## config.mk

```make
export PLATFORM = sky130hd
export DESIGN_NAME = binary_message_framer_fletcher
export DESIGN_NICKNAME = d
export VERILOG_FILES = /design/src/hw/rtl/bmff_pkg.sv /design/src/hw/rtl/bmff_front.sv /design/src/hw/rtl/bmff_queue.sv /design/src/hw/rtl/bmff_back.sv /design/src/hw/rtl/binary_message_framer_fletcher.sv
export VERILOG_INCLUDE_DIRS = /design/src /design/src/hw/rtl
export SDC_FILE = /design/constraint.sdc
export NUM_CORES = 1
export LEC_CHECK = 0
export ABC_AREA = 1
export BUFFER_PORTS_ARGS = -buffer_cell sky130_fd_sc_hd__buf_2
export CAP_MARGIN = 5
export CORE_MARGIN = 4
export CORE_UTILIZATION = 40
export CTS_BUF_LIST = sky130_fd_sc_hd__clkbuf_8
export DETAILED_ROUTE_END_ITERATION = 10
export HOLD_SLACK_MARGIN = 0.06
export MAX_ROUTING_LAYER = met4
export PLACE_DENSITY = 0.64
export REMOVE_ABC_BUFFERS = 1
export SETUP_SLACK_MARGIN = 0.15
export SYNTH_ARGS = -nofsm -noshare
export SYNTH_HDL_FRONTEND = slang
export SYNTH_SLANG_ARGS = --single-unit
```

## constraint.sdc

```tcl
create_clock -name clk_i -period 5.9 [get_ports clk_i]
set_input_delay 1.18 -clock clk_i [delete_from_list [all_inputs] [get_ports clk_i]]
set_output_delay 1.18 -clock clk_i [all_outputs]
set_load 0.02 [all_outputs]
```

## src/hw/rtl/binary_message_framer_fletcher_defines.svh

```systemverilog
// Assertion macros shared by the framer's RTL files.
`ifndef BINARY_MESSAGE_FRAMER_FLETCHER_DEFINES_SVH
`define BINARY_MESSAGE_FRAMER_FLETCHER_DEFINES_SVH

// Same-cycle implication, checked on every rising clock edge outside reset.
`define BMFF_ASSERT_IMP(lbl, ante, cons, msg) \
  lbl: assert property (@(posedge clk_i) disable iff (!rst_ni) (ante) |-> (cons)) \
    else $error(msg);

// Next-cycle implication, checked on every rising clock edge outside reset.
`define BMFF_ASSERT_NEXT(lbl, ante, cons, msg) \
  lbl: assert property (@(posedge clk_i) disable iff (!rst_ni) (ante) |=> (cons)) \
    else $error(msg);

`endif

```

## src/hw/rtl/bmff_pkg.sv

```systemverilog
// Types and constants of the binary message framer.
package bmff_pkg;

  localparam int unsigned QUEUE_DEPTH = 4;

  localparam int unsigned CFG_IDX_W  = 1;
  localparam int unsigned CFG_DATA_W = 8;

  localparam logic [CFG_IDX_W-1:0] REG_SYNC_FIRST  = 1'd0;
  localparam logic [CFG_IDX_W-1:0] REG_SYNC_SECOND = 1'd1;

  localparam logic [7:0] SYNC_FIRST_RST  = 8'h45;
  localparam logic [7:0] SYNC_SECOND_RST = 8'h52;

  // One accepted item together with the checksums as they stand after it.
  typedef struct packed {
    logic [7:0]  payload_byte;
    logic [7:0]  msg_id;
    logic [15:0] msg_length;
    logic        is_first;
    logic        is_last;
    logic [7:0]  sum_a;
    logic [7:0]  sum_b;
  } bmff_entry_t;

  typedef struct packed {
    logic        push;
    bmff_entry_t entry;
  } bmff_push_t;

  typedef struct packed {
    logic full;
    logic empty;
  } bmff_q_status_t;

  typedef enum logic [2:0] {
    PH_SYNC1,
    PH_SYNC2,
    PH_ID,
    PH_LENLO,
    PH_LENHI,
    PH_DATA,
    PH_CKA,
    PH_CKB
  } bmff_phase_e;

endpackage

```

## src/hw/rtl/bmff_front.sv

```systemverilog
// Input side: accepts items, keeps the running Fletcher sums and queues each item.
module bmff_front (
  input  logic                    clk_i,
  input  logic                    rst_ni,
  input  logic                    s_tvalid_i,
  output logic                    s_tready_o,
  input  logic [31:0]             s_tdata_i,  // payload_byte, msg_id, msg_length
  input  logic                    s_tlast_i,  // is_last
  input  logic                    s_tuser_i,  // is_first
  input  bmff_pkg::bmff_q_status_t q_status_i,
  output bmff_pkg::bmff_push_t     push_o
);
  import bmff_pkg::*;

  logic [7:0] sum_a_q, sum_a_d;
  logic [7:0] sum_b_q, sum_b_d;
  logic       accept;

  assign s_tready_o = !q_status_i.full;
  assign accept     = s_tvalid_i && s_tready_o;

  // The header bytes of a first item enter the sums ahead of its payload byte.
  always_comb begin
    logic [7:0] a0, b0, a1, b1, a2, b2, a3, b3;
    a0 = s_tuser_i ? 8'd0 : sum_a_q;
    b0 = s_tuser_i ? 8'd0 : sum_b_q;
    if (s_tuser_i) begin
      a1 = s_tdata_i[15:8];
      b1 = s_tdata_i[15:8];
      a2 = a1 + s_tdata_i[23:16];
      b2 = b1 + a2;
      a3 = a2 + s_tdata_i[31:24];
      b3 = b2 + a3;
    end else begin
      a3 = a0;
      b3 = b0;
      a1 = a0;
      b1 = b0;
      a2 = a0;
      b2 = b0;
    end
    sum_a_d = a3 + s_tdata_i[7:0];
    sum_b_d = b3 + sum_a_d;
  end

  always_ff @(posedge clk_i or negedge rst_ni) begin
    if (!rst_ni) begin
      sum_a_q <= 8'd0;
      sum_b_q <= 8'd0;
    end else if (accept) begin
      sum_a_q <= sum_a_d;
      sum_b_q <= sum_b_d;
    end
  end

  assign push_o.push               = accept;
  assign push_o.entry.payload_byte = s_tdata_i[7:0];
  assign push_o.entry.msg_id       = s_tdata_i[15:8];
  assign push_o.entry.msg_length   = s_tdata_i[31:16];
  assign push_o.entry.is_first     = s_tuser_i;
  assign push_o.entry.is_last      = s_tlast_i;
  assign push_o.entry.sum_a        = sum_a_d;
  assign push_o.entry.sum_b        = sum_b_d;

endmodule

```

## src/hw/rtl/bmff_queue.sv

```systemverilog
// Short queue of classified items between the input side and the output sequencer.
`include "binary_message_framer_fletcher_defines.svh"

module bmff_queue #(
  parameter int unsigned DEPTH = bmff_pkg::QUEUE_DEPTH
) (
  input  logic                     clk_i,
  input  logic                     rst_ni,
  input  bmff_pkg::bmff_push_t     push_i,
  input  logic                     pop_i,
  output bmff_pkg::bmff_entry_t    head_o,
  output bmff_pkg::bmff_q_status_t status_o
);
  import bmff_pkg::*;

  localparam int unsigned PTR_W = (DEPTH > 1) ? $clog2(DEPTH) : 1;
  localparam int unsigned CNT_W = $clog2(DEPTH + 1);

  bmff_entry_t      mem_q [DEPTH];
  logic [PTR_W-1:0] wr_ptr_q, wr_ptr_d;
  logic [PTR_W-1:0] rd_ptr_q, rd_ptr_d;
  logic [CNT_W-1:0] count_q, count_d;

  assign status_o.full  = (count_q == CNT_W'(DEPTH));
  assign status_o.empty = (count_q == '0);
  assign head_o         = mem_q[rd_ptr_q];

  always_comb begin
    wr_ptr_d = wr_ptr_q;
    rd_ptr_d = rd_ptr_q;
    count_d  = count_q;
    if (push_i.push) begin
      wr_ptr_d = (wr_ptr_q == PTR_W'(DEPTH - 1)) ? '0 : wr_ptr_q + 1'b1;
    end
    if (pop_i) begin
      rd_ptr_d = (rd_ptr_q == PTR_W'(DEPTH - 1)) ? '0 : rd_ptr_q + 1'b1;
    end
    if (push_i.push && !pop_i) begin
      count_d = count_q + 1'b1;
    end else if (!push_i.push && pop_i) begin
      count_d = count_q - 1'b1;
    end
  end

  always_ff @(posedge clk_i or negedge rst_ni) begin
    if (!rst_ni) begin
      wr_ptr_q <= '0;
      rd_ptr_q <= '0;
      count_q  <= '0;
    end else begin
      wr_ptr_q <= wr_ptr_d;
      rd_ptr_q <= rd_ptr_d;
      count_q  <= count_d;
    end
  end

  always_ff @(posedge clk_i) begin
    if (push_i.push) begin
      mem_q[wr_ptr_q] <= push_i.entry;
    end
  end

  `BMFF_ASSERT_IMP(a_no_push_full, push_i.push, !status_o.full, "push into full queue")
  `BMFF_ASSERT_IMP(a_no_pop_empty, pop_i, !status_o.empty, "pop from empty queue")
  `BMFF_ASSERT_NEXT(a_count_up, push_i.push && !pop_i, count_q == $past(count_q) + 1'b1,
                    "queue count did not follow a push")

endmodule

```

## src/hw/rtl/bmff_back.sv

```systemverilog
// Output sequencer: walks each queued item through header, payload and checksum bytes.
`include "binary_message_framer_fletcher_defines.svh"

module bmff_back (
  input  logic                     clk_i,
  input  logic                     rst_ni,
  input  bmff_pkg::bmff_entry_t    head_i,
  input  bmff_pkg::bmff_q_status_t q_status_i,
  output logic                     pop_o,
  input  logic [7:0]               sync_first_i,
  input  logic [7:0]               sync_second_i,
  output logic                     m_tvalid_o,
  input  logic                     m_tready_i,
  output logic [7:0]               m_tdata_o,  // out_byte
  output logic                     m_tlast_o,  // run_last
  output logic                     m_tuser_o   // frame_end
);
  import bmff_pkg::*;

  bmff_phase_e phase_q, phase_d, cur_phase;
  logic        start_q, start_d;
  logic        out_free, out_load;
  logic        m_valid_q;
  logic [7:0]  m_data_q, byte_d;
  logic        m_last_q, last_d;
  logic        m_user_q, user_d;
  logic        item_done;

  assign out_free = !m_valid_q || m_tready_i;
  assign out_load = out_free && !q_status_i.empty;

  // At the start of an item the phase comes from its kind, not from the register.
  assign cur_phase = start_q ? (head_i.is_first ? PH_SYNC1 : PH_DATA) : phase_q;

  always_comb begin
    phase_d   = phase_q;
    start_d   = start_q;
    item_done = 1'b0;
    byte_d    = head_i.payload_byte;
    last_d    = 1'b0;
    user_d    = 1'b0;
    case (cur_phase)
      PH_SYNC1: begin
        byte_d  = sync_first_i;
        phase_d = PH_SYNC2;
      end
      PH_SYNC2: begin
        byte_d  = sync_second_i;
        phase_d = PH_ID;
      end
      PH_ID: begin
        byte_d  = head_i.msg_id;
        phase_d = PH_LENLO;
      end
      PH_LENLO: begin
        byte_d  = head_i.msg_length[7:0];
        phase_d = PH_LENHI;
      end
      PH_LENHI: begin
        byte_d  = head_i.msg_length[15:8];
        phase_d = PH_DATA;
      end
      PH_DATA: begin
        byte_d    = head_i.payload_byte;
        last_d    = !head_i.is_last;
        item_done = !head_i.is_last;
        phase_d   = PH_CKA;
      end
      PH_CKA: begin
        byte_d  = head_i.sum_a;
        phase_d = PH_CKB;
      end
      PH_CKB: begin
        byte_d    = head_i.sum_b;
        last_d    = 1'b1;
        user_d    = 1'b1;
        item_done = 1'b1;
        phase_d   = PH_SYNC1;
      end
      default: begin
        phase_d = PH_SYNC1;
      end
    endcase
    if (!out_load) begin
      phase_d   = phase_q;
      item_done = 1'b0;
    end else begin
      start_d = item_done;
    end
  end

  assign pop_o = out_load && item_done;

  always_ff @(posedge clk_i or negedge rst_ni) begin
    if (!rst_ni) begin
      phase_q   <= PH_SYNC1;
      start_q   <= 1'b1;
      m_valid_q <= 1'b0;
    end else begin
      phase_q <= phase_d;
      start_q <= start_d;
      if (out_free) begin
        m_valid_q <= !q_status_i.empty;
      end
    end
  end

  always_ff @(posedge clk_i) begin
    if (out_load) begin
      m_data_q <= byte_d;
      m_last_q <= last_d;
      m_user_q <= user_d;
    end
  end

  assign m_tvalid_o = m_valid_q;
  assign m_tdata_o  = m_data_q;
  assign m_tlast_o  = m_last_q;
  assign m_tuser_o  = m_user_q;

  `BMFF_ASSERT_IMP(a_end_is_last, m_valid_q && m_user_q, m_last_q,
                   "frame end without run end")
  `BMFF_ASSERT_IMP(a_pop_at_end, pop_o,
                   cur_phase == PH_CKB || (cur_phase == PH_DATA && !head_i.is_last),
                   "item released before its last byte")
  `BMFF_ASSERT_NEXT(a_sync_order, out_load && cur_phase == PH_SYNC1,
                    phase_q == PH_SYNC2 && !start_q, "second sync byte does not follow first")

endmodule

```

## src/hw/rtl/binary_message_framer_fletcher.sv

```systemverilog
// Top level of the binary message framer with Fletcher-8 checksum.
//
//   channel  direction  handshake               payload
//   s_*      in         s_tvalid_i / s_tready_o tdata: byte, id, length; tlast: last; tuser: first
//   m_*      out        m_tvalid_o / m_tready_i tdata: out byte; tlast: run end; tuser: frame end
//   cfg_*    in         cfg_we_i                cfg_idx_i selects sync byte, cfg_data_i value
//
// A middle payload byte becomes one output byte, a first byte six, a last byte three
// and a one-byte message eight; the single output byte register sends them one by one.
// Input items enter the queue at one per cycle while it has room, so the input side
// runs ahead of the output by up to QUEUE_DEPTH items plus the output register.
// Reset empties the queue, clears the sums and loads the default sync bytes at once.
// A stall on the output holds its register and lets the queue fill behind it.
module binary_message_framer_fletcher #(
  parameter int unsigned QUEUE_DEPTH = bmff_pkg::QUEUE_DEPTH
) (
  input  logic                            clk_i,
  input  logic                            rst_ni,
  input  logic                            s_tvalid_i,
  output logic                            s_tready_o,
  input  logic [31:0]                     s_tdata_i,  // payload_byte, msg_id, msg_length
  input  logic                            s_tlast_i,  // is_last
  input  logic                            s_tuser_i,  // is_first
  output logic                            m_tvalid_o,
  input  logic                            m_tready_i,
  output logic [7:0]                      m_tdata_o,  // out_byte
  output logic                            m_tlast_o,  // run_last
  output logic                            m_tuser_o,  // frame_end
  input  logic                            cfg_we_i,
  input  logic [bmff_pkg::CFG_IDX_W-1:0]  cfg_idx_i,
  input  logic [bmff_pkg::CFG_DATA_W-1:0] cfg_data_i
);
  import bmff_pkg::*;

  logic [7:0]     sync_first_q;
  logic [7:0]     sync_second_q;
  bmff_push_t     push;
  bmff_entry_t    head;
  bmff_q_status_t q_status;
  logic           pop;

  always_ff @(posedge clk_i or negedge rst_ni) begin
    if (!rst_ni) begin
      sync_first_q  <= SYNC_FIRST_RST;
      sync_second_q <= SYNC_SECOND_RST;
    end else if (cfg_we_i) begin
      case (cfg_idx_i)
        REG_SYNC_FIRST:  sync_first_q  <= cfg_data_i[7:0];
        REG_SYNC_SECOND: sync_second_q <= cfg_data_i[7:0];
        default: begin
        end
      endcase
    end
  end

  bmff_front u_front (
    .clk_i      (clk_i),
    .rst_ni     (rst_ni),
    .s_tvalid_i (s_tvalid_i),
    .s_tready_o (s_tready_o),
    .s_tdata_i  (s_tdata_i),
    .s_tlast_i  (s_tlast_i),
    .s_tuser_i  (s_tuser_i),
    .q_status_i (q_status),
    .push_o     (push)
  );

  bmff_queue #(
    .DEPTH (QUEUE_DEPTH)
  ) u_queue (
    .clk_i    (clk_i),
    .rst_ni   (rst_ni),
    .push_i   (push),
    .pop_i    (pop),
    .head_o   (head),
    .status_o (q_status)
  );

  bmff_back u_back (
    .clk_i         (clk_i),
    .rst_ni        (rst_ni),
    .head_i        (head),
    .q_status_i    (q_status),
    .pop_o         (pop),
    .sync_first_i  (sync_first_q),
    .sync_second_i (sync_second_q),
    .m_tvalid_o    (m_tvalid_o),
    .m_tready_i    (m_tready_i),
    .m_tdata_o     (m_tdata_o),
    .m_tlast_o     (m_tlast_o),
    .m_tuser_o     (m_tuser_o)
  );

endmodule

```

Word level (Yosys, flattened, before mapping)
Memory sizes are Yosys's and may differ from the RTL's.
Index checks and enable logic that the tools add are counted.
{"block": "word_totals", "ram_bits": 200, "input_bits": 48, "n_memories": 1, "register_bits": 54}
{"name": "u_queue.mem_q", "depth": 4, "word_bits": 50, "read_ports": 1, "rd_clocked_by_memory_dff": 0, "wr": 1, "line_no": "bmff_queue.sv:19", "source": "bmff_entry_t mem_q [DEPTH];"}
{"block": "classes", "n_addsub": 10, "n_mux": 15, "n_reduce_logical": 17, "n_eq_ne": 10, "n_bitwise": 1}
{"op": "8-bit case mux with 8 select lines", "n": 1}
{"op": "8-bit adder", "n": 6}
{"op": "3-bit case mux with 8 select lines", "n": 1}
{"op": "8-bit 2-to-1 mux", "n": 2}
{"op": "3-bit == test, second input constant", "n": 5}
{"op": "3-bit 2-to-1 mux", "n": 4}
{"op": "3-bit by 2-bit == test with 1-bit output, second input constant", "n": 2}
{"op": "1-bit zero test", "n": 6}
{"op": "3-bit zero test", "n": 2}
{"op": "1-bit logical AND", "n": 5}
{"op": "2-bit by 1-bit adder with 2-bit output, second input constant", "n": 2}
{"op": "2-bit == test, second input constant", "n": 2}
{"op": "1-bit 2-to-1 mux", "n": 4}
{"op": "2-bit 2-to-1 mux", "n": 2}
{"op": "2-bit AND reduction", "n": 2}
{"op": "3-bit by 1-bit adder with 3-bit output, second input constant", "n": 1}
{"op": "3-bit by 1-bit == test with 1-bit output, second input constant", "n": 1}
{"op": "3-bit by 1-bit subtractor with 3-bit output, second input constant", "n": 1}
{"op": "1-bit case mux with 2 select lines", "n": 1}
{"op": "2-bit nonzero test", "n": 1}
{"op": "1-bit logical OR", "n": 1}
{"op": "1-bit NOT", "n": 1}

Logic depth before layout (Yosys ltp)
An unclocked memory read counts as a cell.
{"block": "depth", "depth_word": 10, "ltp_mapped": 29}

Modules after synthesis
From an unflattened synthesis, not the netlist that was laid out.
{"block": "hier_totals", "cells_unflattened": 1297, "hier_area_um2": 13152.6}
{"module": "bmff_queue", "seq_area_each_um2": 6180.9, "cells_each": 636, "n_inst": 1, "area_each_um2": 8423.1}
{"module": "bmff_front", "seq_area_each_um2": 400.4, "cells_each": 405, "n_inst": 1, "area_each_um2": 2780.2}
{"module": "bmff_back", "seq_area_each_um2": 426.7, "cells_each": 186, "n_inst": 1, "area_each_um2": 1278.7}
{"module": "binary_message_framer_fletcher", "seq_area_each_um2": 407.9, "cells_each": 70, "n_inst": 1, "area_each_um2": 670.6}

Least setup slack after synthesis
Ideal clock, no wire load.
{"block": "synth_timing", "path_kind": "input -> register", "startpoint": "in s_tdata_i[8]", "endpoint": "mem u_queue.mem_q[0][7] in the netlist's numbering (data pin)", "arrival_ns": 5.626, "setup_slack_ns": 0.011, "path_buffers": 0, "path_stages": 27, "setup_ns": 0.263, "path_cell_list": "ha_1 fa_1 xor2_1 ha_1 a21oi_1 nand2_1 nand2_1 nand2_1 inv_1 fa_1 ha_1 a21oi_1 inv_1 a31oi_1 nor2_1 or2_2 a21oi_1 xor2_1 o21ai_0 ha_1 a21oi_1 o21ai_0 a31oi_1 inv_1 nand3_1 nand3_1 and2_1"}
{"element": "from (decl)", "line_no": "binary_message_framer_fletcher.sv:21", "source": "input logic [31:0] s_tdata_i,"}
{"element": "to (decl)", "line_no": "bmff_queue.sv:19"}

==> reports/qor.csv <==
metric;value;unit
wl_met2;13740;um
io_pins;60;
hold_viol;0;
cp.required;6.18;ns
vias;8496;
timing.final.max_slew_violations;0;
netlist_instances;1101;
cts_buffers;43;
hold_path_end;u_back.phase_q[2];
critPathKind;primary input to flop;
start_util;0.4092;
die_area;32500;um^2
synth-edff-count;210;
areaGrowthSynthToFinish;18.13;%
hold-path-cell-count;2;
grt_use_total;0.1770;
die_h;180.3;um
post-route-min-period;5.678;ns
r2r_end;u_queue.count_q[2];
crit_arrival;5.96;ns
final_nets;1334;
setup_ws;0.2224;ns
fp-row-count;62;
worstSetupStartpointType;primary input;
ys_seq_area_frac;0.6247;
p_per_area;570.2;nW/um^2
cts_tree;done;
async_reset_ff_frac;0.1732;
post-route-drc-count;0;
dr_wl_met3;1694;um
routed_wirelength;28930;um
ctsRootBufferMaster;clkbuf_8;
clk_pin_slew;0.06;ns
drt_iter0_markers;660;
drt-pass1-iter-count;5;
clockBufferDepth;3;
post-place-ws;-0.5053;ns
wl_per_cell;17.55;um
fmax;0.1761;GHz
grt_max_degree;77;
hold_path_class;flop to flop;
worst_pin_slew;1.003;ns
gp_congestion;0.8653;
grt_first_pass_wirelength;44850;um
syn_area_per_cell;10.78;um^2
max-vdd-ir-drop;0.3513;mV
grt_overflow_total;0;
h-tree-depth;2;
hold_buffers;0;
r2r_start;u_queue.rd_ptr_q[0];
grt_pass1_vias;8215;
coreArea;29010;um^2
endpoint_kind;flop;
synth_ff_type;edfxtp_1;
ys_ff_latch;254;
slew_headroom;0.3291;
r2r_slack;2.04;ns
outcome;completed;
rsz0062_at_grt;true;
ant_nets;0;
die_width;180.3;um
synth.distinct_cells;40;
hpwl;18530;um
netlist_area;11870;um^2
period_share;0.9623;
setup_viol;0;
dr.max_layer_used;met4;
worstHoldStart;u_back.phase_q[2];
clock-sinks;254;
ys_warn_count;0;
cap_violations;0;
clock_skew;0.02369;ns
path_max_fanout;4;
wl_met1;13010;um
vias_per_cell;5.152;
drive_gt1_frac;0.1796;
ff2ff_path_depth;20;
io_buffers;59;
total_leakage_power;5.739;nW
final_core_util;0.4834;
clk_latency;0.53;ns
antenna_found_initial;0;
[layer usage]
layer	global-route usage	vias up
met2	0.2862	237
met5	-	-
met4	0.04114	0
met3	0.02987	46
met1	0.2367	4106
li1	-	4107
[cell usage after synthesis (7+ instances only)]
master,count,share of area
xnor2_1,10,0.0074
a21oi_1,53,0.022
a221oi_1,9,0.0066
clkbuf_1,36,0.011
a31oi_1,8,0.0042
dfrtp_1,37,0.078
dfstp_2,7,0.015
inv_1,103,0.033
o21ai_0,136,0.057
nor2_1,111,0.035
o22ai_1,25,0.013
edfxtp_1,210,0.53
xor2_1,13,0.0096
fa_1,12,0.020
nand2_1,181,0.057
ha_1,44,0.046
nand3_1,55,0.023
[registers in the layout, summed over array words and instances, names as in the netlist]
register           cells
u_queue.mem_q        200
sync_first_q           8
sync_second_q          8
u_back.m_tdata_o       8
u_front.sum_a_q        8
u_front.sum_b_q        8
u_back.phase_q         3
u_queue.count_q        3
u_queue.rd_ptr_q       2
u_queue.wr_ptr_q       2
u_back.m_tlast_o       1
u_back.m_tuser_o       1
u_back.m_tvalid_o      1
u_back.start_q         1
[what timing repair did]
| action | CTS | global route |
|---|---|---|
| pin swaps | 1 | 21 |
| setup endpoints to repair | 5 | 5 |
| resized for setup | 3 | 28 |
| buffers inserted | 0 | 7 |
[critical path, stage by stage]
cell and delay [ns]:
buf_12 0.11, ha_4 0.17, fa_2 0.41, xor2_2 0.16, ha_1 0.35, a21oi_2 0.18
nand2_1 0.09, nand2_1 0.08, nand2_1 0.07, inv_1 0.07, fa_1 0.45, ha_4 0.26
a21oi_2 0.13, inv_1 0.06, a31oi_2 0.18, nor2_1 0.09, or2_4 0.25, a21oi_2 0.14
xor2_1 0.17, o21ai_1 0.08, ha_1 0.35, a21oi_2 0.13, o21ai_1 0.07, a31oi_1 0.22
nand3_1 0.16, nand2_1 0.12, nand2_2 0.06, and2_4 0.14
[final cells by class]
class                   instances  area, um^2
clock buffers                  47       646.9
repair buffers                125       832.0
fillers                      2670       14990
inverters                     107       401.6
flip-flops and latches        254        7420
diodes                          1       2.502
multi-input cells             699        4029
clock inverters                32       211.5
well taps                     384       480.5
[where the power goes]
group	internal (W)	switching, W	total [W]
sequential	0.00273	0.000179	0.00290
clock	0.000867	0.000695	0.00156
combinational	0.00130	0.00223	0.00353
total	0.00489	0.00310	0.00800
[cells in the final DEF, fill, tap and decap left out, types with 4 or more instances in the layout]
master and instances:
a21oi_2 5, o22ai_1 25, xor2_1 12, ha_1 41, nand2_2 4, clkinv_2 7, o21ai_1 5, inv_2 5
dfrtp_1 36, o21ai_0 134, edfxtp_1 210, clkinv_1 8, nor2_1 107, fa_1 11, nor3_1 6, inv_1 115
a31oi_1 5, a21oi_1 49, nand2_1 180, buf_2 57, clkbuf_8 47, nand3_1 52, a22o_1 5, a32o_1 4
dfstp_2 7, a221oi_1 9, buf_4 64, xnor2_1 10, nor2_4 4
[metrics by stage]
stage	hold slack (ns)	instances	area (um^2)	setup TNS (ns)	total power (W)
6_report	0.4779	1649	14020	0	0.007996
3_3_place_gp	0.4618	1562	12990	-1.717	0.006206
3_5_place_dp	0.4659	1562	12990	-2.483	0.006296
5_1_grt	0.4990	1648	14020	0	0.008565
4_1_cts	0.4803	1641	13860	0	0.007880
2_1_floorplan	0.4451	1060	11720	0	0.005001
[logic make-up (layout without fill, tap and decap cells)]
group	after synthesis	after routing	share of synthesized area
compound gates	251	251	0.1177
other cells	0	1	0
simple gates	369	369	0.1270
fa+ha+maj	56	56	0.06661
flops	254	254	0.6247
xor+xnor	23	23	0.01697
buf+inv	148	311	0.04701
[how the worst max path moves through the flow]
stage / start / end / cells past startpoint
floorplan: s_tdata_i[8] / u_queue.mem_q[0][7] / 27
global placement: s_tdata_i[8] / u_queue.mem_q[0][7] / 28
detailed placement: s_tdata_i[8] / u_queue.mem_q[3][7] / 28
CTS: s_tdata_i[8] / u_queue.mem_q[2][7] / 28
global route: s_tdata_i[8] / u_front.sum_b_q[7] / 30
finish: s_tdata_i[8] / u_queue.mem_q[2][7] / 28
No activity file was read; power rests on OpenSTA's default activity.
